$ cat config.mk
export PLATFORM = sky130hd
export DESIGN_NAME = string_to_integer_parser
export DESIGN_NICKNAME = d
export VERILOG_FILES = /design/src/hw/rtl/stip_pkg.sv /design/src/hw/rtl/string_to_integer_parser.sv /design/src/hw/rtl/stip_step.sv
export VERILOG_INCLUDE_DIRS = /design/src /design/src/hw/rtl
export SDC_FILE = /design/constraint.sdc
export NUM_CORES = 1
export LEC_CHECK = 0
export ABC_CLOCK_PERIOD_IN_PS = 9100
export BUFFER_PORTS_ARGS = -buffer_cell sky130_fd_sc_hd__buf_4
export CAP_MARGIN = 40
export CORE_ASPECT_RATIO = 1.25
export CORE_MARGIN = 5
export CORE_UTILIZATION = 40
export CTS_CLUSTER_DIAMETER = 200
export CTS_CLUSTER_SIZE = 16
export DETAILED_ROUTE_END_ITERATION = 6
export REMOVE_ABC_BUFFERS = 1
export SKIP_CTS_REPAIR_TIMING = 1
export SLEW_MARGIN = 20
export SYNTH_ARGS = -nofsm -noshare
export SYNTH_HDL_FRONTEND = slang
export SYNTH_SLANG_ARGS = --single-unit
$ cat constraint.sdc
create_clock -name clk -period 9.1 [get_ports clk]
set_input_delay 1.82 -clock clk [delete_from_list [all_inputs] [get_ports clk]]
set_output_delay 1.82 -clock clk [all_outputs]
set_load 0.01 [all_outputs]
$ cat src/hw/rtl/string_to_integer_parser_macros.svh
// ----------------------------------------------------------------------------
// string_to_integer_parser_macros.svh
// Assertion macros shared by the parser RTL. Both expect clk and rst_n in scope.
// ----------------------------------------------------------------------------
`ifndef STRING_TO_INTEGER_PARSER_MACROS_SVH
`define STRING_TO_INTEGER_PARSER_MACROS_SVH

// Same-cycle implication, disabled during reset.
`define STIP_ASSERT_NOW(label, ante, cons, msg) \
    label: assert property (@(posedge clk) disable iff (!rst_n) (ante) |-> (cons)) \
        else $error(msg);

// Next-cycle implication, disabled during reset.
`define STIP_ASSERT_NEXT(label, ante, cons, msg) \
    label: assert property (@(posedge clk) disable iff (!rst_n) (ante) |=> (cons)) \
        else $error(msg);

`endif

$ cat src/hw/rtl/stip_pkg.sv
// ----------------------------------------------------------------------------
// stip_pkg
// Types, character codes and helper functions of the string-to-integer parser.
// ----------------------------------------------------------------------------
package stip_pkg;

    localparam int POSITION_BITS_DEFAULT = 16;

    localparam logic [5:0] BASE_AUTO  = 6'd0;
    localparam logic [5:0] BASE_BIN   = 6'd2;
    localparam logic [5:0] BASE_OCT   = 6'd8;
    localparam logic [5:0] BASE_DEC   = 6'd10;
    localparam logic [5:0] BASE_HEX   = 6'd16;
    localparam logic [5:0] BASE_RESET = BASE_DEC;

    localparam logic [6:0] NOT_A_DIGIT = 7'd99;

    localparam logic [7:0] CH_ZERO  = 8'h30;
    localparam logic [7:0] CH_PLUS  = 8'h2B;
    localparam logic [7:0] CH_MINUS = 8'h2D;
    localparam logic [7:0] CH_X_LO  = 8'h78;
    localparam logic [7:0] CH_X_UP  = 8'h58;
    localparam logic [7:0] CH_B_LO  = 8'h62;
    localparam logic [7:0] CH_B_UP  = 8'h42;

    typedef enum logic [4:0] {
        PH_DONE   = 5'b00001,
        PH_LEAD   = 5'b00010,
        PH_SIGNED = 5'b00100,
        PH_ZERO   = 5'b01000,
        PH_DIGITS = 5'b10000
    } phase_t;

    typedef struct packed {
        logic [7:0] character;
        logic       string_start;
    } char_item_t;

    typedef struct packed {
        logic signed [63:0] parsed_value;
        logic [15:0]        consumed_count;
        logic               digits_seen;
        logic               minus_seen;
    } result_item_t;

    typedef struct packed {
        phase_t      phase;
        logic [5:0]  active_base;
        logic [63:0] accumulator;
        logic        negative_flag;
        logic        any_digit_flag;
    } parse_state_t;

    function automatic logic is_blank(input logic [7:0] ch);
        return ch inside {8'd32, [8'd9:8'd13]};
    endfunction

    function automatic logic [6:0] digit_value(input logic [7:0] ch);
        logic [6:0] d;
        case (ch) inside
            [8'h30:8'h39]: d = 7'(ch - 8'h30);
            [8'h61:8'h7A]: d = 7'(ch - 8'h61 + 8'd10);
            [8'h41:8'h5A]: d = 7'(ch - 8'h41 + 8'd10);
            default:       d = NOT_A_DIGIT;
        endcase
        return d;
    endfunction

endpackage

$ cat src/hw/rtl/string_to_integer_parser.sv
// A terminator's result passes the character register, then the result register.
// Throughput: one character per cycle; the radix multiply-add is combinational.
// The character register is the only buffer; it stalls only when a result waits.
// Reset: radix register 10, parser idle (characters ignored until a string start),
// character and result registers empty.
// ----------------------------------------------------------------------------
// string_to_integer_parser
// Streaming text-to-integer converter: at most one result per parsed string.
// ----------------------------------------------------------------------------
`include "string_to_integer_parser_macros.svh"

module string_to_integer_parser #(
    parameter int POSITION_BITS = stip_pkg::POSITION_BITS_DEFAULT
) (
    input  logic                   clk,
    input  logic                   rst_n,
    input  logic                   base_we,
    input  logic [5:0]             base_wdata,
    input  logic                   char_valid,
    output logic                   char_ready,
    input  stip_pkg::char_item_t   char_data,
    output logic                   result_valid,
    input  logic                   result_ready,
    output stip_pkg::result_item_t result_data
);

    logic [5:0]              number_base_reg;
    logic                    char_valid_reg;
    stip_pkg::char_item_t    char_reg;
    stip_pkg::parse_state_t  state_reg;
    stip_pkg::parse_state_t  state_next;
    logic [POSITION_BITS-1:0] pos_reg;
    logic [POSITION_BITS-1:0] pos_next;
    logic                    result_valid_reg;
    stip_pkg::result_item_t  result_reg;
    stip_pkg::result_item_t  result_next;
    logic                    emit;
    logic                    proc_fire;

    assign proc_fire = char_valid_reg && (!result_valid_reg || result_ready);
    assign char_ready = !char_valid_reg || proc_fire;

    always_ff @(posedge clk or negedge rst_n)
    begin
        if (!rst_n)
        begin
            number_base_reg <= stip_pkg::BASE_RESET;
        end
        else if (base_we)
        begin
            number_base_reg <= base_wdata;
        end
    end

    always_ff @(posedge clk or negedge rst_n)
    begin
        if (!rst_n)
        begin
            char_valid_reg <= 1'b0;
        end
        else if (char_ready)
        begin
            char_valid_reg <= char_valid;
        end
    end

    always_ff @(posedge clk)
    begin
        if (char_valid && char_ready)
        begin
            char_reg <= char_data;
        end
    end

    stip_step #(
        .POSITION_BITS (POSITION_BITS)
    ) u_step (
        .state_cur   (state_reg),
        .pos_cur     (pos_reg),
        .item        (char_reg),
        .number_base (number_base_reg),
        .state_nxt   (state_next),
        .pos_nxt     (pos_next),
        .emit        (emit),
        .result      (result_next)
    );

    always_ff @(posedge clk or negedge rst_n)
    begin
        if (!rst_n)
        begin
            state_reg.phase          <= stip_pkg::PH_DONE;
            state_reg.active_base    <= '0;
            state_reg.accumulator    <= '0;
            state_reg.negative_flag  <= 1'b0;
            state_reg.any_digit_flag <= 1'b0;
            pos_reg                  <= '0;
        end
        else if (proc_fire)
        begin
            state_reg <= state_next;
            pos_reg   <= pos_next;
        end
    end

    always_ff @(posedge clk or negedge rst_n)
    begin
        if (!rst_n)
        begin
            result_valid_reg <= 1'b0;
        end
        else if (proc_fire && emit)
        begin
            result_valid_reg <= 1'b1;
        end
        else if (result_ready)
        begin
            result_valid_reg <= 1'b0;
        end
    end

    always_ff @(posedge clk)
    begin
        if (proc_fire && emit)
        begin
            result_reg <= result_next;
        end
    end

    assign result_valid = result_valid_reg;
    assign result_data  = result_reg;

    `STIP_ASSERT_NOW(a_no_digit_empty,
        result_valid && !result_data.digits_seen,
        result_data.consumed_count == 16'd0 && result_data.parsed_value == 64'sd0,
        "result without digits reports a count or value")
    `STIP_ASSERT_NOW(a_idle_silent,
        proc_fire && state_reg.phase == stip_pkg::PH_DONE && !char_reg.string_start,
        !emit,
        "idle parser produced a result")
    `STIP_ASSERT_NEXT(a_emit_done,
        proc_fire && emit,
        state_reg.phase == stip_pkg::PH_DONE && result_valid_reg,
        "result emitted without ending the parse")
    `STIP_ASSERT_NEXT(a_start_active,
        proc_fire && char_reg.string_start && !emit,
        state_reg.phase != stip_pkg::PH_DONE,
        "string start left the parser idle")

endmodule

$ cat src/hw/rtl/stip_step.sv
// ----------------------------------------------------------------------------
// stip_step
// Next-state and result logic for one character of the parse.
// ----------------------------------------------------------------------------
module stip_step #(
    parameter int POSITION_BITS = stip_pkg::POSITION_BITS_DEFAULT
) (
    input  stip_pkg::parse_state_t  state_cur,
    input  logic [POSITION_BITS-1:0] pos_cur,
    input  stip_pkg::char_item_t    item,
    input  logic [5:0]              number_base,
    output stip_pkg::parse_state_t  state_nxt,
    output logic [POSITION_BITS-1:0] pos_nxt,
    output logic                    emit,
    output stip_pkg::result_item_t  result
);

    stip_pkg::parse_state_t  s;
    logic [POSITION_BITS-1:0] pos;
    logic [6:0]              digit;
    logic                    run_signed;
    logic                    run_digit;
    logic                    adv;
    logic [31:0]             pos_wide;
    logic [7:0]              ch;

    assign ch    = item.character;
    assign digit = stip_pkg::digit_value(ch);

    always_comb
    begin
        s          = state_cur;
        pos        = pos_cur;
        run_signed = 1'b0;
        run_digit  = 1'b0;
        adv        = 1'b0;
        emit       = 1'b0;

        // restart the parse on a start-of-string mark
        if (item.string_start)
        begin
            s.phase          = stip_pkg::PH_LEAD;
            s.active_base    = number_base;
            s.accumulator    = '0;
            s.negative_flag  = 1'b0;
            s.any_digit_flag = 1'b0;
            pos              = '0;
        end

        case (s.phase)
            stip_pkg::PH_LEAD:
            begin
                if (stip_pkg::is_blank(ch))
                begin
                    adv = 1'b1;
                end
                else if (ch == stip_pkg::CH_PLUS || ch == stip_pkg::CH_MINUS)
                begin
                    s.negative_flag = (ch == stip_pkg::CH_MINUS);
                    adv             = 1'b1;
                    s.phase         = stip_pkg::PH_SIGNED;
                end
                else
                begin
                    run_signed = 1'b1;
                end
            end
            stip_pkg::PH_SIGNED:
            begin
                run_signed = 1'b1;
            end
            stip_pkg::PH_ZERO:
            begin
                if ((ch == stip_pkg::CH_X_LO || ch == stip_pkg::CH_X_UP) &&
                    (s.active_base == stip_pkg::BASE_AUTO ||
                     s.active_base == stip_pkg::BASE_HEX))
                begin
                    s.active_base = stip_pkg::BASE_HEX;
                    adv           = 1'b1;
                    s.phase       = stip_pkg::PH_DIGITS;
                end
                else if ((ch == stip_pkg::CH_B_LO || ch == stip_pkg::CH_B_UP) &&
                         (s.active_base == stip_pkg::BASE_AUTO ||
                          s.active_base == stip_pkg::BASE_BIN))
                begin
                    s.active_base = stip_pkg::BASE_BIN;
                    adv           = 1'b1;
                    s.phase       = stip_pkg::PH_DIGITS;
                end
                else
                begin
                    // the lone zero was a digit; in auto mode it means octal
                    if (s.active_base == stip_pkg::BASE_AUTO)
                    begin
                        s.active_base = stip_pkg::BASE_OCT;
                    end
                    s.accumulator    = '0;
                    s.any_digit_flag = 1'b1;
                    s.phase          = stip_pkg::PH_DIGITS;
                    run_digit        = 1'b1;
                end
            end
            stip_pkg::PH_DIGITS:
            begin
                run_digit = 1'b1;
            end
            default:
            begin
                // idle: drop the character
            end
        endcase

        if (run_signed)
        begin
            if (ch == stip_pkg::CH_ZERO &&
                (s.active_base == stip_pkg::BASE_AUTO ||
                 s.active_base == stip_pkg::BASE_BIN ||
                 s.active_base == stip_pkg::BASE_HEX))
            begin
                adv     = 1'b1;
                s.phase = stip_pkg::PH_ZERO;
            end
            else
            begin
                if (s.active_base == stip_pkg::BASE_AUTO)
                begin
                    s.active_base = stip_pkg::BASE_DEC;
                end
                s.phase   = stip_pkg::PH_DIGITS;
                run_digit = 1'b1;
            end
        end

        if (run_digit)
        begin
            if (digit < 7'(s.active_base))
            begin
                s.accumulator    = 64'(s.accumulator * 64'(s.active_base)) + 64'(digit);
                s.any_digit_flag = 1'b1;
                adv              = 1'b1;
            end
            else
            begin
                emit    = 1'b1;
                s.phase = stip_pkg::PH_DONE;
            end
        end

        // saturate the position count
        if (adv && pos != '1)
        begin
            pos = pos + 1'b1;
        end
    end

    assign state_nxt = s;
    assign pos_nxt   = pos;
    assign pos_wide  = 32'(pos);

    always_comb
    begin
        result.parsed_value = s.negative_flag ? $signed(64'd0 - s.accumulator)
                                              : $signed(s.accumulator);
        if (!s.any_digit_flag)
        begin
            result.consumed_count = '0;
        end
        else if (pos_wide > 32'h0000_FFFF)
        begin
            result.consumed_count = 16'hFFFF;
        end
        else
        begin
            result.consumed_count = pos_wide[15:0];
        end
        result.digits_seen = s.any_digit_flag;
        result.minus_seen  = s.negative_flag;
    end

endmodule

# Yosys cells after proc, flatten, opt, wreduce, memory -nomap -nowiden
# Index checks and enable logic that the tools add are counted.
word_totals:
  regBits: 192
  input_bits: 20
  output_inout_bits: 84
  word_cells: 131
classes:
  addsub: 8
  n_mul: 1
  magnitude_cmp: 10
  eq_ne: 17
  muxes: 54
  n_reduce_logical: 26
op_table:
  columns: ["op", "count"]
  rows:
  - ["$mux W64", 5]
  - ["$mux W77", 1]
  - ["$mux W70", 1]
  - ["$add A64 B7 Y64", 1]
  - ["$mul A64 B6 Y64", 1]
  - ["$sub A1 B64 Y64 const A", 1]
  - ["$mux W16", 3]
  - ["$eq A8 B6 Y1 const B", 4]
  - ["$eq A8 B7 Y1 const B", 4]
  - ["$mux W1", 26]
  - ["$mux W5", 5]
  - ["$mux W6", 4]
  - ["$mux W11", 2]
  - ["$mux W7", 3]
  - ["$add A16 B1 Y16 const B", 1]
  - ["$ge A8 B7 Y1 const B", 2]
  - ["$gt A16 B16 Y1 const B", 1]
  - ["$le A8 B7 Y1 const B", 2]
  - ["$ne A16 B16 Y1 const B", 1]
  - ["$add A7 B4 Y7 const B", 2]
  - ["$sub A7 B7 Y7 const B", 2]
  - ["$eq A6 B2 Y1 const B", 2]
  - ["$eq A6 B5 Y1 const B", 2]
  - ["$logic_not A6 Y1", 2]
  - ["other kinds (16)", 38]

# Depth between registers and ports, before layout
depth:
  depth_word: 20
  mapped_depth: 37
  depth_no_buf: 33

# Hierarchy
# Synthesis repeated with hierarchy kept, for this count alone.
hier_totals:
  cells_unflattened: 2554
  area_unflattened_um2: 23875.4
by_module_without_submodules:
  columns: ["mod", "n_inst", "cells_each", "area_each_um2", "seq_area_each_um2"]
  rows:
  - ["stip_step", 1, 2243, 17071.4, 0.0]
  - ["string_to_integer_parser", 1, 311, 6804.0, 5263.8]

# Least setup slack after synthesis
# Ideal clock, no wire load.
synth_timing:
  path_kind: "register to register"
  start: "reg char_reg[1] (netlist name)"
  end: "reg result_reg (netlist bit result_data[74]) (data pin)"
  setup_time_ns: 0.267
  arrival_ns: 8.900
  required_time_ns: 8.833
  path_slack_ns: -0.066
  path_stages_with_launch: 36
  path_buffers: 5
  synth_period_minus_slack_ns: 9.166
  path_cell_list: "edfxtp_1 -> inv_1 -> ha_1 -> and3b_1 -> o211ai_1 -> nor4_4 -> nor3_2 -> nor2_1 -> clkbuf_1 -> clkbuf_1 -> buf_2 -> buf_2 -> buf_1 -> nand2_1 -> or2_2 -> fa_1 -> fa_1 -> inv_1 -> fa_1 -> inv_1 -> fa_1 -> inv_1 -> ha_1 -> a21oi_1 -> and2b_2 -> or3_1 -> a21oi_2 -> nor3_2 -> o211a_1 -> o31ai_1 -> xor2_1 -> a41oi_1 -> or3_4 -> nor3_4 -> a31oi_1 -> xnor2_1"
synth_rtl:
  columns: ["item", "line_no", "rtl"]
  rows:
  - ["from (decl)", "string_to_integer_parser.sv:29", "stip_pkg::char_item_t char_reg;"]
  - ["from (signal assigned)", "string_to_integer_parser.sv:71", "char_reg <= char_data;"]
  - ["to (signal assigned)", "string_to_integer_parser.sv:126", "result_reg <= result_next;"]
  - ["to (decl)", "string_to_integer_parser.sv:35", "stip_pkg::result_item_t result_reg;"]

==> run_results.csv <==
group,metric,value,unit
sta,finClkSkew,0.0155,ns
final_layout,largest_register_ffs,82,
floorplanning,fp.dieH,281,um
critical_path,critical-path-max-stage-delay,0.55,ns
floorplanning,core_area,58300,um^2
synth,synth.yosys.seq_area_share,0.224,
final_layout,area_growth_syn_to_layout,11.7,%
synth,synthAdderAreaFrac,0.282,
critical_path,cp-end-kind,"flip-flop",
hold_path,holdPathStages,2,
synth,synth.lib_cells_used.distinct,109,
pwr,post_layout_power,3.26,mW
placed_design,buffer_ports.inserted,103,
clock_network,cts_buffer_depth,2,
detailed_routing,dr.pass1.iters,5,
synth,synth_area_per_cell,8.82,um^2
clock_network,numCtsBuffers,17,
pwr,power_leakage,12.2,nW
sta,maxSlewHeadroom,0.513,
synth,synth_seq_cells,192,
pwr,p_per_area,124,nW/um^2
clock_network,path_clk_slew,0.10,ns
pwr,ir_drop,0.132,mV
global_routing,via_count_of_the_first_global_routing_pass,21400,
critical_path,cp_data_required_time,9.36,ns
clock_network,clkSinkCount,192,
global_routing,grt_max_degree,63,
synth,synth-main-ff-cell,"dfrtp_1",
synth,synth_simple_gate_area_frac,0.235,
floorplanning,ioPinCount,104,
placed_design,dp.final_hpwl,59000,um
floorplanning,start_util,0.403,
synth,synth_enable_flop_cells,91,
hold_path,worstHoldStart,"state_reg[72]",
critical_path,critical_path_buf_inv_count,5,
detailed_routing,maxUsedRoutingLayer,"met5",
floorplanning,fp.dieArea,63800,um^2
clock_network,tritoncts,"yes",
run,maxCapViolCount,0,
synth,syn-cell-area,23500,um^2
detailed_routing,drc,0,
critical_path,timing.critical_path.max_delay_family,"simple AND/OR/NAND/NOR gates",
global_routing,number_of_antenna_violations_at_the_first_check_in_global_routing,2,
critical_path,cp.arrival,9.00,ns
critical_path,timing_worst_setup_path_type,"reg -> reg",
critical_path,timing.reg2reg.setup_slack,0.36,ns
critical_path,crit-reg2reg-launch,"char_reg[2]",
critical_path,crit_path_max_fanout,6,
detailed_routing,routed-wl-met3,3600,um
detailed_routing,routedWlPerCell,21.5,um
sta,worst-slew-pin-transition,0.726,ns
sta,hold_viol,0,
critical_path,critical_path.slowest_cell,"fa_1",
global_routing,grt_overflow_total,0,
sta,post-route-worst-setup-slack,0.362,ns
synth,yosys-mux-area-fraction,0.0114,
floorplanning,num_rows,99,
final_layout,ant_diodes,0,
synth,synth-xor-area-share,0.0473,
synth,async_flop_share,0.526,
final_layout,num-nets-final,3165,
critical_path,timing.rr.end,"result_data[75]",
sta,fmax,114,MHz
sta,final_report_setup_violation_count,0,
synth,synth_top_family_by_area,"adder cells",
detailed_routing,vias_per_cell,5.79,
sta,clock_period_minus_worst_slack,8.74,ns
clock_network,root_buffer_cell,"clkbuf_16",
final_layout,final_layout_size_suffix_gt1_frac,0.129,
detailed_routing,initialDrtViolationCount,1341,
detailed_routing,detailroute.via_count,20400,
critical_path,reg2regPathDepth,31,
hold_path,worstHoldEndpoint,"state_reg[72]",
critical_path,start_kind,"flip-flop",
floorplanning,dieWidth,227,um
detailed_routing,finalWirelength,76000,um
synth,synth.yosys.warnings,0,
placed_design,pre_cts_ws,0.120,ns
detailed_routing,route.layer.met1.wl,31700,um
global_routing,global_route_wire_length_before_repair,121000,um
placed_design,gp_congestion,0.946,
global_routing,gr-usage-all-layers,0.241,
hold_path,min_path_type,"reg -> reg",
clock_network,clkLatencyLatePin,0.52,ns
sta,timing.final.max_slew_violations,0,
clock_network,h-tree-depth,4,
status,run_status,"finished, final reports clean",
detailed_routing,met2_wire_length,37300,um
synth,postSynthCellCount,2666,
sta,post-route-period-util,0.960,
detailed_routing,ant_nets,0,
synth,synth-compound-area-share,0.155,
critical_path,crit_path_frequent_cell,"fa_1",
-- placed cells by master (no fill, tap or decap), types with 8 or more instances in the layout --
master	count
o21ai_0	164
ha_1	144
dfrtp_1	98
o21bai_1	9
or3_1	20
o21ai_1	18
buf_4	211
o211ai_1	25
and2_1	230
nand2_1	311
nand2b_1	9
nand3_1	66
o21a_1	20
or2_2	8
inv_1	98
a31oi_1	40
clkbuf_16	17
nor2_1	289
xnor2_1	72
nor3_1	33
nand4_1	28
edfxtp_1	91
mux2_2	10
nand3b_1	9
o31ai_1	9
a211oi_1	12
nor4_1	23
a21oi_1	144
fa_1	241
and3_1	18
a21o_1	25
xor2_1	55
mux2i_1	14
nor2b_1	13
-- power breakdown --
part	total (mW)	switching [mW]	internal, mW
Clock	0.833	0.453	0.380
Sequential	1.14	0.0964	1.04
Combinational	1.29	0.853	0.435
Total	3.26	1.40	1.86
-- cell type report --
class | count | area (um^2)
fill | 5694 | 32100
multi-input combinational | 2226 | 17300
sequential | 192 | 5260
timing repair buffer | 221 | 1750
tap | 757 | 947
clock buffer | 17 | 425
inverter | 102 | 385
clock inverter | 15 | 200
-- per-layer routing --
metal	GRT usage	vias up
met1	0.306	10200
met3	0.0376	175
met4	0.108	2
li1	-	9426
met2	0.406	645
met5	0	-
-- cell families after synthesis --
logic type / count (synthesis)
buffers and inverters: 248
AND/OR/NAND/NOR: 1114
AO/OA/AOI/OAI: 575
XOR/XNOR: 127
adder cells (fa/ha/maj): 385
multiplexers: 25
flip-flops: 192
-- per-stage QoR --
stage               TNS, ns  instance area [um^2]  std cells   util  hold WS, ns
global placement          0                 25400       3485  0.436        0.471
detailed placement        0                 25500       3488  0.437        0.486
floorplan           -242.72                 22800       2520      -        0.446
finish                    0                 26300       3530  0.451        0.495
CTS                       0                 26100       3520  0.447        0.498
global route        -0.0154                 26300       3530  0.451        0.526
-- cells in the mapped netlist (13+ instances only) --
cell	count	share of area
nand2_1	312	0.050
o211ai_1	25	0.0080
mux2i_1	14	0.0060
xnor2_1	72	0.027
o21a_1	20	0.0064
and3_1	18	0.0048
nor4_1	23	0.0061
ha_1	144	0.077
o21ai_1	17	0.0036
a211oi_1	13	0.0041
or3_1	20	0.0053
and2_1	230	0.061
nor3_1	33	0.0070
dfrtp_1	98	0.10
a21oi_1	147	0.031
nor2_1	293	0.047
fa_1	241	0.21
xor2_1	55	0.020
a31oi_1	40	0.011
nor2b_1	13	0.0035
buf_2	13	0.0028
a21o_1	25	0.0080
o31ai_1	13	0.0041
inv_1	101	0.016
o21ai_0	166	0.035
clkbuf_1	99	0.016
nand4_1	28	0.0074
buf_1	17	0.0027
nand3_1	66	0.014
edfxtp_1	91	0.12
-- worst reg2reg max path: cells and delay by family, from the launching register on --
family	cells	cell delay, ns
AND/OR/NAND/NOR	11	3.30
adder cells (fa/ha/maj)	6	2.57
AO/OA/AOI/OAI	8	1.58
flip-flops	1	0.48
buffers and inverters	5	0.47
XOR/XNOR	1	0.10
-- worst max path at each step --
stage | slack (ns) | to | cells past startpoint | from
2_1_floorplan | -3.15 | result_data[74] | 28 | char_reg[0]
5_1_grt | -0.01 | result_data[75] | 31 | char_reg[2]
6_report | 0.36 | result_data[75] | 31 | char_reg[2]
4_1_cts | 0.06 | result_data[78] | 30 | char_reg[2]
3_3_place_gp | 0.18 | result_data[79] | 32 | char_reg[2]
3_5_place_dp | 0.12 | result_data[78] | 30 | char_reg[2]
No activity file was read; power rests on OpenSTA's default activity.
